==> src/design/rtt_pkg.sv <==
// ---------------------------------------------------------------------------
// Reaction timer package
// Widths, codes, types and helpers shared by the reaction timer modules.
// ---------------------------------------------------------------------------
package rtt_pkg;

  localparam int unsigned ActionW   = 2;
  localparam int unsigned WaitW     = 20;
  localparam int unsigned CountW    = 16;
  localparam int unsigned LedW      = 4;
  localparam int unsigned PhaseW    = 3;
  localparam int unsigned CfgIndexW = 1;

  localparam logic [CountW-1:0] RotateLimitRst  = CountW'(800);
  localparam logic [CountW-1:0] TimeoutLimitRst = CountW'(40000);
  localparam logic [CountW-1:0] CountMax        = '1;
  localparam logic [LedW-1:0]   AllLeds         = 4'hf;
  localparam logic [LedW-1:0]   FirstLed        = 4'h1;

  // Phase codes as they appear on the result
  localparam logic [PhaseW-1:0] PH_CODE_IDLE    = 3'd0;
  localparam logic [PhaseW-1:0] PH_CODE_ARMED   = 3'd1;
  localparam logic [PhaseW-1:0] PH_CODE_WAIT    = 3'd2;
  localparam logic [PhaseW-1:0] PH_CODE_RUN     = 3'd3;
  localparam logic [PhaseW-1:0] PH_CODE_TIMEOUT = 3'd4;
  localparam logic [PhaseW-1:0] PH_CODE_DONE    = 3'd5;
  localparam logic [PhaseW-1:0] PH_CODE_FALSE   = 3'd6;

  typedef enum logic [ActionW-1:0] {
    ACT_TICK = 2'd0,
    ACT_ARM  = 2'd1,
    ACT_ACK  = 2'd2
  } action_e;

  typedef enum logic [CfgIndexW-1:0] {
    REG_ROTATE_LIMIT  = 1'b0,
    REG_TIMEOUT_LIMIT = 1'b1
  } cfg_reg_e;

  typedef enum logic [6:0] {
    PH_IDLE    = 7'b0000001,
    PH_ARMED   = 7'b0000010,
    PH_WAIT    = 7'b0000100,
    PH_RUN     = 7'b0001000,
    PH_TIMEOUT = 7'b0010000,
    PH_DONE    = 7'b0100000,
    PH_FALSE   = 7'b1000000
  } phase_e;

  typedef struct packed {
    logic [ActionW-1:0] action;
    logic               button;
    logic [WaitW-1:0]   wait_ticks;
  } item_t;

  typedef struct packed {
    logic [LedW-1:0]   leds;
    logic [PhaseW-1:0] phase;
    logic [CountW-1:0] response_ticks;
  } result_t;

  typedef struct packed {
    logic [CountW-1:0] rotate_limit;
    logic [CountW-1:0] timeout_limit;
  } cfg_t;

  function automatic logic [PhaseW-1:0] phase_code(phase_e p);
    logic [PhaseW-1:0] code;
    unique case (p)
      PH_IDLE:    code = PH_CODE_IDLE;
      PH_ARMED:   code = PH_CODE_ARMED;
      PH_WAIT:    code = PH_CODE_WAIT;
      PH_RUN:     code = PH_CODE_RUN;
      PH_TIMEOUT: code = PH_CODE_TIMEOUT;
      PH_DONE:    code = PH_CODE_DONE;
      PH_FALSE:   code = PH_CODE_FALSE;
      default:    code = PH_CODE_IDLE;
    endcase
    return code;
  endfunction

endpackage

==> src/design/rtt_cfg_regs.sv <==
// ---------------------------------------------------------------------------
// Reaction timer configuration registers
// Holds the rotate and timeout limits written over the config channel.
// ---------------------------------------------------------------------------
module rtt_cfg_regs import rtt_pkg::*; (
  input  logic                 clk_i,
  input  logic                 rst_ni,
  input  logic                 cfg_valid_i,
  output logic                 cfg_ready_o,
  input  logic [CfgIndexW-1:0] cfg_index_i,
  input  logic [CountW-1:0]    cfg_data_i,
  output cfg_t                 cfg_o
);

  cfg_t cfg_q, cfg_d;

  assign cfg_ready_o = 1'b1;

  always_comb begin
    cfg_d = cfg_q;
    if (cfg_valid_i) begin
      unique case (cfg_index_i)
        REG_ROTATE_LIMIT:  cfg_d.rotate_limit  = cfg_data_i;
        REG_TIMEOUT_LIMIT: cfg_d.timeout_limit = cfg_data_i;
        default: ;
      endcase
    end
  end

  always_ff @(posedge clk_i or negedge rst_ni) begin
    if (!rst_ni) begin
      cfg_q.rotate_limit  <= RotateLimitRst;
      cfg_q.timeout_limit <= TimeoutLimitRst;
    end else begin
      cfg_q <= cfg_d;
    end
  end

  assign cfg_o = cfg_q;

endmodule

==> src/design/rtt_core.sv <==
// ---------------------------------------------------------------------------
// Reaction timer trial core
// Trial state and the one-pass update that applies one request to it.
// ---------------------------------------------------------------------------
module rtt_core import rtt_pkg::*; (
  input  logic    clk_i,
  input  logic    rst_ni,
  input  logic    step_i,
  input  item_t   item_i,
  input  cfg_t    cfg_i,
  output result_t res_o
);

  phase_e            phase_q, phase_d;
  logic [CountW-1:0] rotate_count_q, rotate_count_d;
  logic [LedW-1:0]   rotate_pattern_q, rotate_pattern_d;
  logic [LedW-1:0]   led_q, led_d;
  logic [WaitW-1:0]  wait_count_q, wait_count_d;
  logic [WaitW-1:0]  wait_target_q, wait_target_d;
  logic [CountW-1:0] resp_count_q, resp_count_d;

  always_comb begin
    phase_d          = phase_q;
    rotate_count_d   = rotate_count_q;
    rotate_pattern_d = rotate_pattern_q;
    led_d            = led_q;
    wait_count_d     = wait_count_q;
    wait_target_d    = wait_target_q;
    resp_count_d     = resp_count_q;

    unique case (item_i.action)
      ACT_TICK: begin
        unique case (phase_q)
          PH_IDLE: begin
            if (rotate_count_q > cfg_i.rotate_limit) begin
              rotate_count_d   = '0;
              rotate_pattern_d = (rotate_pattern_q == '0) ? FirstLed
                                                          : {rotate_pattern_q[LedW-2:0], 1'b0};
              led_d            = rotate_pattern_d;
            end else begin
              rotate_count_d = rotate_count_q + 1'b1;
            end
          end
          PH_ARMED: begin
            wait_count_d = '0;
            resp_count_d = '0;
            led_d        = '0;
            phase_d      = PH_WAIT;
          end
          PH_WAIT: begin
            wait_count_d = wait_count_q + 1'b1;
            if (item_i.button) begin
              phase_d = PH_FALSE;
            end else if (wait_count_d >= wait_target_q) begin
              led_d   = AllLeds;
              phase_d = PH_RUN;
            end
          end
          PH_RUN: begin
            // saturate the reaction count
            if (resp_count_q != CountMax) begin
              resp_count_d = resp_count_q + 1'b1;
            end
            if (item_i.button) begin
              led_d   = '0;
              phase_d = PH_DONE;
            end else if (resp_count_d > cfg_i.timeout_limit) begin
              led_d   = '0;
              phase_d = PH_TIMEOUT;
            end
          end
          default: ;
        endcase
      end
      ACT_ARM: begin
        wait_target_d = item_i.wait_ticks;
        phase_d       = PH_ARMED;
      end
      ACT_ACK: begin
        phase_d = PH_IDLE;
      end
      default: ;
    endcase
  end

  always_ff @(posedge clk_i or negedge rst_ni) begin
    if (!rst_ni) begin
      phase_q          <= PH_IDLE;
      rotate_count_q   <= '0;
      rotate_pattern_q <= '0;
      led_q            <= '0;
      wait_count_q     <= '0;
      wait_target_q    <= '0;
      resp_count_q     <= '0;
    end else if (step_i) begin
      phase_q          <= phase_d;
      rotate_count_q   <= rotate_count_d;
      rotate_pattern_q <= rotate_pattern_d;
      led_q            <= led_d;
      wait_count_q     <= wait_count_d;
      wait_target_q    <= wait_target_d;
      resp_count_q     <= resp_count_d;
    end
  end

  assign res_o.leds           = led_d;
  assign res_o.phase          = phase_code(phase_d);
  assign res_o.response_ticks = resp_count_d;

endmodule

==> src/design/reaction_time_trial_controller.sv <==
// Path: input register, then result register; a stalled result holds requests.
// Throughput: one request per cycle while the result channel is not stalled;
//   the input register and the result register let a new request in while
//   a finished result waits. The core's one-pass state update sets the rate.
// Reset: rst_ni low clears both stages and the trial state at once;
//   the limits return to 800 and 40000.
// ---------------------------------------------------------------------------
// Reaction timer top level
// Input register, trial core, result register and configuration registers.
// ---------------------------------------------------------------------------
module reaction_time_trial_controller import rtt_pkg::*; (
  input  logic                 clk_i,
  input  logic                 rst_ni,
  // request channel
  input  logic                 in_valid_i,
  output logic                 in_ready_o,
  input  logic [ActionW-1:0]   action_i,
  input  logic                 button_i,
  input  logic [WaitW-1:0]     wait_ticks_i,
  // result channel
  output logic                 out_valid_o,
  input  logic                 out_ready_i,
  output logic [LedW-1:0]      leds_o,
  output logic [PhaseW-1:0]    phase_o,
  output logic [CountW-1:0]    response_ticks_o,
  // configuration channel
  input  logic                 cfg_valid_i,
  output logic                 cfg_ready_o,
  input  logic [CfgIndexW-1:0] cfg_index_i,
  input  logic [CountW-1:0]    cfg_data_i
);

  cfg_t    cfg;
  item_t   item_q;
  logic    item_valid_q, item_valid_d;
  result_t res_next;
  result_t res_q;
  logic    out_valid_q, out_valid_d;
  logic    in_fire;
  logic    advance;
  logic    step;

  rtt_cfg_regs u_cfg_regs (
    .clk_i       (clk_i),
    .rst_ni      (rst_ni),
    .cfg_valid_i (cfg_valid_i),
    .cfg_ready_o (cfg_ready_o),
    .cfg_index_i (cfg_index_i),
    .cfg_data_i  (cfg_data_i),
    .cfg_o       (cfg)
  );

  // The held request moves on whenever the result register is free or
  // is being emptied in this cycle.
  assign advance    = !out_valid_q || out_ready_i;
  assign step       = item_valid_q && advance;
  assign in_ready_o = !item_valid_q || advance;
  assign in_fire    = in_valid_i && in_ready_o;

  always_comb begin
    item_valid_d = item_valid_q;
    if (in_fire) begin
      item_valid_d = 1'b1;
    end else if (advance) begin
      item_valid_d = 1'b0;
    end
  end

  // Hold the request payload; it needs no reset.
  always_ff @(posedge clk_i) begin
    if (in_fire) begin
      item_q.action     <= action_i;
      item_q.button     <= button_i;
      item_q.wait_ticks <= wait_ticks_i;
    end
  end

  always_ff @(posedge clk_i or negedge rst_ni) begin
    if (!rst_ni) begin
      item_valid_q <= 1'b0;
    end else begin
      item_valid_q <= item_valid_d;
    end
  end

  // Apply the held request to the trial state in one pass.
  rtt_core u_core (
    .clk_i  (clk_i),
    .rst_ni (rst_ni),
    .step_i (step),
    .item_i (item_q),
    .cfg_i  (cfg),
    .res_o  (res_next)
  );

  // Result register: load on a step, drop the valid when the result is taken.
  always_comb begin
    out_valid_d = out_valid_q;
    if (advance) begin
      out_valid_d = item_valid_q;
    end
  end

  always_ff @(posedge clk_i) begin
    if (step) begin
      res_q <= res_next;
    end
  end

  always_ff @(posedge clk_i or negedge rst_ni) begin
    if (!rst_ni) begin
      out_valid_q <= 1'b0;
    end else begin
      out_valid_q <= out_valid_d;
    end
  end

  assign out_valid_o      = out_valid_q;
  assign leds_o           = res_q.leds;
  assign phase_o          = res_q.phase;
  assign response_ticks_o = res_q.response_ticks;

endmodule

==> config.mk <==
export PLATFORM = sky130hd
export DESIGN_NAME = reaction_time_trial_controller
export DESIGN_NICKNAME = d
export VERILOG_FILES = /design/src/design/rtt_pkg.sv /design/src/design/rtt_cfg_regs.sv /design/src/design/rtt_core.sv /design/src/design/reaction_time_trial_controller.sv
export SDC_FILE = /design/constraint.sdc
export NUM_CORES = 1
export LEC_CHECK = 0
export BUFFER_PORTS_ARGS = -buffer_cell sky130_fd_sc_hd__buf_4
export CAP_MARGIN = 5
export CORE_UTILIZATION = 38
export DETAILED_ROUTE_END_ITERATION = 8
export MAX_ROUTING_LAYER = met4
export PLACE_DENSITY_LB_ADDON = 0.08
export SLEW_MARGIN = 15
export SYNTH_ARGS = -nofsm -noshare
export SYNTH_HDL_FRONTEND = slang
export SYNTH_SLANG_ARGS = --single-unit
==> constraint.sdc <==
create_clock -name clk_i -period 7.34 [get_ports clk_i]
set_clock_uncertainty 0.15 [all_clocks]
set_input_delay 1.468 -clock clk_i [delete_from_list [all_inputs] [get_ports clk_i]]
set_output_delay 1.468 -clock clk_i [all_outputs]
set_load 0.02 [all_outputs]
# --- Yosys cells after proc, flatten, opt, wreduce, memory -nomap -nowiden ---
# Index checks and enable logic that the tools add are counted.
word_totals:
  regBits: 167
  out_inout_bits: 26
  word_cells: 77
op_classes:
  addsub: 3
  order_cmp: 3
  n_eq_ne: 13
  n_mux: 24
  n_bitwise: 1
  reduce_logical: 16
ops:
  columns: ["operator", "count"]
  rows:
  - ["two-way mux 16 bit", 5]
  - ["one-hot mux 7 bit (3 select lines)", 2]
  - ["one-hot mux 20 bit (2 select lines)", 1]
  - ["adder 16 x 1 -> 16 bit, second input constant", 2]
  - ["> comparator 16 bit", 2]
  - ["one-hot mux 16 bit (2 select lines)", 1]
  - ["two-way mux 4 bit", 7]
  - ["two-way mux 7 bit", 4]
  - ["adder 20 x 1 -> 20 bit, second input constant", 1]
  - ["greater-or-equal comparator 20 bit", 1]
  - ["one-hot mux 3 bit (6 select lines)", 1]
  - ["!= test 16 bit, second input constant", 1]
  - ["one-hot mux 4 bit (4 select lines)", 1]
  - ["equality test 7 x 2 -> 1 bit, second input constant", 2]
  - ["equality test 7 x 3 -> 1 bit, second input constant", 2]
  - ["equality test 7 x 4 -> 1 bit, second input constant", 2]
  - ["equality test 7 x 1 -> 1 bit, second input constant", 1]
  - ["equality test 7 x 5 -> 1 bit, second input constant", 1]
  - ["equality test 7 x 6 -> 1 bit, second input constant", 1]
  - ["equality test 7 bit, second input constant", 1]
  - ["AND reduction 2 bit", 3]
  - ["AND reduction 3 bit", 2]
  - ["logical NOT 4 bit", 1]
  - ["AND reduction 4 bit", 1]
  - ["9 further kinds", 14]

# --- Depth between registers and ports, before layout ---
logic_depth:
  ltp_word: 11
  depth_mapped: 19

# --- Modules after synthesis ---
# Synthesis repeated with hierarchy kept, for this count alone.
hier_totals:
  hier_cells: 879
  hier_area_um2: 9238.9
modules_own_cells:
  columns: ["module", "instances", "cells_each", "area_per_inst_um2", "seq_area_each_um2"]
  rows:
  - ["rtt_core", 1, 754, 6480.0, 2178.3]
  - ["reaction_time_trial_controller", 1, 54, 1485.2, 1431.4]
  - ["rtt_cfg_regs", 1, 71, 1273.7, 810.8]

# --- Worst setup path after synthesis ---
# OpenSTA, ideal clock, no wires.
synth_path:
  path_kind: "register to register"
  from: "reg u_core.resp_count_q[4]"
  to: "reg res_q, in the netlist phase_o[1] (data pin)"
  setup_time_ps: 271
  t_arrival_ps: 3545
  slack_ps: 3374
  path_stages_with_launch: 18
  n_path_buf: 2
  synth_period_minus_slack_ps: 3966
  cell_sequence: "dfrtp_1 -> buf_4 -> and4_1 -> buf_4 -> nand4_4 -> nor4b_4 -> and3_1 -> nand2b_1 -> mux2_4 -> ha_1 -> nand4_1 -> nor4_2 -> o21ai_0 -> nand3_1 -> a32oi_2 -> or2_2 -> xnor2_1 -> a21oi_1"
synth_lines:
  columns: ["element", "line_no", "rtl"]
  rows:
  - ["from (decl)", "rtt_core.sv:20", "logic [CountW-1:0] resp_count_q, resp_count_d;"]
  - ["from (signal assigned)", "rtt_core.sv:102", "resp_count_q <= resp_count_d;"]
  - ["to (signal assigned)", "reaction_time_trial_controller.sv:106", "res_q <= res_next;"]
  - ["to (decl)", "reaction_time_trial_controller.sv:37", "result_t res_q;"]

==> flow_summary.html <==
<table>
<tr><th>Metric</th><th>Value</th></tr>
<tr><th colspan="2">Floorplan</th></tr>
<tr><td>Standard-cell row count</td><td>56</td></tr>
<tr><td>Top Ports</td><td>71</td></tr>
<tr><td>Overall die height</td><td>157 um</td></tr>
<tr><td>Initial cell density of the core</td><td>38.7%</td></tr>
<tr><td>Width of the die</td><td>157 um</td></tr>
<tr><td>Core ar.</td><td>23500 um2</td></tr>
<tr><td>Area of the die</td><td>24500 um2</td></tr>
<tr><th colspan="2">Route</th></tr>
<tr><td>DR vias</td><td>roughly 6500</td></tr>
<tr><td>Number of detailed-routing iterations run before antenna repair</td><td>6</td></tr>
<tr><td>Per-cell via count in the routed design</td><td>5.09</td></tr>
<tr><td>Detailed-route DRC error count</td><td>0</td></tr>
<tr><td>Count of antenna-violating nets left after detailed routing</td><td>0</td></tr>
<tr><td>Detail-routed net length per standard cell</td><td>about 16 um</td></tr>
<tr><td>Initial DRC count</td><td>roughly 380</td></tr>
<tr><td>Overall routed net length</td><td>20500 um</td></tr>
<tr><th colspan="2">STA</th></tr>
<tr><td>RSZ-0062 raised after global routing</td><td>false</td></tr>
<tr><td>Relative slew margins</td><td>19.1%</td></tr>
<tr><td>PnR worst setup slack</td><td>2.63 ns</td></tr>
<tr><td>Final cycle utilization of the critical path</td><td>64.2%</td></tr>
<tr><td>Sum of negative setup slack</td><td>0 ns</td></tr>
<tr><td>F_max</td><td>0.212 GHz</td></tr>
<tr><td>Shortest clock period the worst path allows after layout</td><td>4.71 ns</td></tr>
<tr><td>Measured slew at the worst slew-check pin</td><td>1.20 ns</td></tr>
<tr><td>Hold violation count in the final report</td><td>0</td></tr>
<tr><td>Final-report max-slew violation count</td><td>0</td></tr>
<tr><td>Setup-failing EPs final</td><td>0</td></tr>
<tr><th colspan="2">Worst setup path</th></tr>
<tr><td>Data required time of the critical path</td><td>around 7.4 ns</td></tr>
<tr><td>Startpoint Class</td><td>register</td></tr>
<tr><td>Critical path type</td><td>register to register</td></tr>
<tr><td>Kind of capture point of the worst setup path</td><td>register</td></tr>
<tr><td>Critical path startpoint</td><td>u_core.resp_count_q[4]</td></tr>
<tr><td>Crit-path max FO</td><td>12</td></tr>
<tr><td>Crit Reg-Reg Startpoint</td><td>u_core.resp_count_q[4]</td></tr>
<tr><td>Arrival time at the worst endpoint</td><td>approximately 4.7 ns</td></tr>
<tr><th colspan="2">Place</th></tr>
<tr><td>Number of buffers added on ports</td><td>between 60 and 70</td></tr>
<tr><td>Hpwl dp</td><td>14900 um</td></tr>
<tr><td>Worst slack at placement</td><td>between 2 and 3 ns</td></tr>
<tr><td>Final weighted congestion in routability-driven placement</td><td>roughly 0.87</td></tr>
<tr><th colspan="2">Synthesis</th></tr>
<tr><td>Number of warning messages in the yosys log</td><td>0</td></tr>
<tr><td>Area fraction of the dominant cell type after synthesis</td><td>30.9%</td></tr>
<tr><td>Number of synthesized flops with an enable pin</td><td>46</td></tr>
<tr><td>Primary flip-flop cell chosen by synthesis mapping</td><td>dfrtp_1</td></tr>
<tr><td>Netlist area before placement</td><td>approximately 9100 um2</td></tr>
<tr><td>Post-synth ARST share</td><td>~72%</td></tr>
<tr><td>Average cell area after synthesis</td><td>10.2 um2</td></tr>
<tr><td>Complex-gate fraction of the synthesized area</td><td>13.5%</td></tr>
<tr><td>Synthesized net count</td><td>992</td></tr>
<tr><td>Post-synthesis share of cell area spent on full adders, half adders and majority gates</td><td>7.69%</td></tr>
<tr><td>Post-Synth Simple-Gate Area</td><td>15.6%</td></tr>
<tr><td>Combinational family with the most area after synthesis</td><td>simple AND/OR/NAND/NOR gates</td></tr>
<tr><td>Post-synthesis share of cell area spent on xor and xnor gates</td><td>4.54%</td></tr>
<tr><td>Largest cells by area after synthesis</td><td>dfrtp_1 31%, edfxtp_1 15%, ha_1 7.6%</td></tr>
<tr><td>Number of synthesized register bits</td><td>167</td></tr>
<tr><td>Number of library cell types mapped by synthesis</td><td>77</td></tr>
<tr><td>Proportion of synthesized chip area in sequential cells</td><td>48.7%</td></tr>
<tr><td>Mux share of post-synthesis cell area</td><td>roughly 5.4%</td></tr>
<tr><td>Largest area contributor in the synthesized netlist</td><td>dfrtp_1</td></tr>
<tr><td>Mapped Cells</td><td>around 890</td></tr>
<tr><th colspan="2">Flow run</th></tr>
<tr><td>Maxcap violations</td><td>0</td></tr>
<tr><th colspan="2">Clock network</th></tr>
<tr><td>Number of resized instances in the post-cts repair step</td><td>0</td></tr>
<tr><td>Number of buffers between clock root and the deepest sink</td><td>2</td></tr>
<tr><td>Clock insertion delay at the later pin of the skew report</td><td>about 0.43 ns</td></tr>
<tr><td>Clock sinks</td><td>167</td></tr>
<tr><td>Root buf cell</td><td>clkbuf_16</td></tr>
<tr><td>Total clock buffers created by CTS</td><td>17</td></tr>
<tr><td>Post-CTS setup buffers</td><td>0</td></tr>
<tr><td>Hold-fix buffer count after cts</td><td>0</td></tr>
<tr><td>TritonCTS clock tree</td><td>done</td></tr>
<tr><td>Clock-pin slew reported for the worst setup and hold paths after clock tree synthesis</td><td>0.07 ns</td></tr>
<tr><td>H-tree depth reported by CTS</td><td>4</td></tr>
<tr><th colspan="2">Hold path</th></tr>
<tr><td>Class of the worst hold path</td><td>register to register</td></tr>
<tr><td>Hold wc startpoint</td><td>item_q[2]</td></tr>
<tr><th colspan="2">Outcome</th></tr>
<tr><td>Run status</td><td>completed</td></tr>
<tr><th colspan="2">Global routing</th></tr>
<tr><td>Gr ovfl total</td><td>0</td></tr>
<tr><td>Global-route wire length before repair</td><td>between 30000 and 40000 um</td></tr>
<tr><td>Pin count of the biggest net entering global routing</td><td>between 40 and 50</td></tr>
<tr><td>Overall track demand over capacity in global routing</td><td>roughly 18%</td></tr>
<tr><td>Number of global-route vias before repair</td><td>6281</td></tr>
<tr><td>Initial antenna violation count</td><td>0</td></tr>
<tr><th colspan="2">Cells and area</th></tr>
<tr><td>Share of post-route cells with drive strength above 1</td><td>18.7%</td></tr>
<tr><td>Area growth syn-to-layout</td><td>16.3%</td></tr>
<tr><td>Fillers</td><td>2285</td></tr>
<tr><td>Final layout net count</td><td>1051</td></tr>
<tr><td>Layout Utilization</td><td>45.0%</td></tr>
<tr><td>Antenna diode count</td><td>0</td></tr>
<tr><th colspan="2">Power</th></tr>
<tr><td>Peak supply drop</td><td>130 uV</td></tr>
<tr><td>Power density cells</td><td>between 200 and 250 nW/um2</td></tr>
<tr><td>P_leak</td><td>0.00482 uW</td></tr>
</table>
[worst max-delay path, cell delays in order (launching register included)]
cell	delay (ns)
dfrtp_1	0.48
and4_1	0.41
nand4_4	0.18
nor3_2	0.34
nand3_1	0.47
nand4_1	0.28
xor2_1	0.23
inv_1	0.07
ha_1	0.29
nand2_1	0.08
nor4_2	0.31
o21ai_0	0.18
nand3_1	0.17
nand2_1	0.15
nor2_1	0.19
o211ai_1	0.19
a22o_1	0.29
[cell usage after synthesis, drive strengths merged, types with 11 or more instances]
cell	number
o21ai	71
inv	69
nor2	72
edfxtp	46
clkbuf	24
a22o	22
nand2	91
nand3	32
xnor2	27
nand4	14
a21oi	46
xor2	20
nor3	13
ha	55
mux2	42
dfrtp	112
buf	11
and3	20
[cells in the final DEF, fill, tap and decap left out, drive strengths merged, types with 3 or more instances in the layout]
cell type	instances
mux2	42
bufinv	4
a21o	6
o2bb2ai	5
nand2	91
nor3	13
a31oi	6
and3	20
nand2b	7
clkbuf	17
o211ai	3
a22o	22
nand3	32
nor2	72
nor4	6
o31ai	10
xnor2	27
nand4	14
clkinv	3
ha	55
nor3b	3
and2	5
a21oi	46
a32oi	3
xor2	20
dfrtp	112
dfstp	9
nor2b	7
buf	75
o21ai	71
edfxtp	46
inv	77
[path summary, 6_finish.rpt]
check                                           to  slack [ns]  cells after the start
max reg2reg                              leds_o[1]        2.63                     16
min in group asynchronous  u_core.wait_target_q[5]        0.84                      1
min                        u_core.wait_target_q[2]        0.33                      1
max                                      leds_o[1]        2.63                     16
max in group asynchronous  u_core.resp_count_q[13]        5.21                      2
min reg2reg                u_core.wait_target_q[2]        0.33                      1
[report_power, final]
| group | switching [uW] | total [uW] | internal, uW |
|---|---|---|---|
| Sequential | 60.9 | 1120 | 1050 |
| Clock | 415 | 1000 | 587 |
| Combinational | 198 | 355 | 158 |
[sequential cells by signal (all words and copies together) (netlist names)]
name and flops:
out_valid_o 1, leds_o 4, phase_o 3, u_core.wait_count_q 20
u_cfg_regs.cfg_o 32, u_core.phase_q 7, u_core.led_q 4, u_core.wait_target_q 20
response_ticks_o 16, item_valid_q 1, item_q 23, u_core.resp_count_q 16
u_core.rotate_count_q 16, u_core.rotate_pattern_q 4
[layer usage]
metal | global-route usage, % | part of all wire (%)
met5 | - | 0
met4 | 4.62 | 1.1
met3 | 3.77 | 3.7
met2 | 29.9 | 49
met1 | 23.5 | 47
[stage by stage]
stage | hold WS [ns] | total power [uW] | cell area (um2) | cells
after global routing | 0.338 | 2610 | 10600 | 1283
after floorplan | 0.305 | 1370 | 9070 | 892
after global placement | 0.311 | 1490 | 9880 | 1250
after detailed placement | 0.315 | 1490 | 9880 | 1250
after CTS | 0.332 | 2510 | 10500 | 1282
final | 0.327 | 2470 | 10600 | 1283
[area by class of cell]
class / count / area, um2 / area share [%]
Inverter: 69 / 259 / 2.45
Sequential cell: 167 / 4420 / 41.9
Clock inverter: 15 / 231 / 2.19
Timing Repair Buffer: 75 / 571 / 5.41
Clock buffer: 17 / 425 / 4.03
Multi-Input combinational cell: 621 / 4250 / 40.2
Tap cell: 319 / 399 / 3.78
[kinds of logic after synthesis]
family | Yosys count
AOI/OAI and AO/OA | 192
xor gates and xnor gates | 47
adders and majority gates | 56
buffers and inverters | 104
DFF | 167
muxes | 43
other | 1
and+or+nand+nor | 282
(Power assumes the default switching activity.)
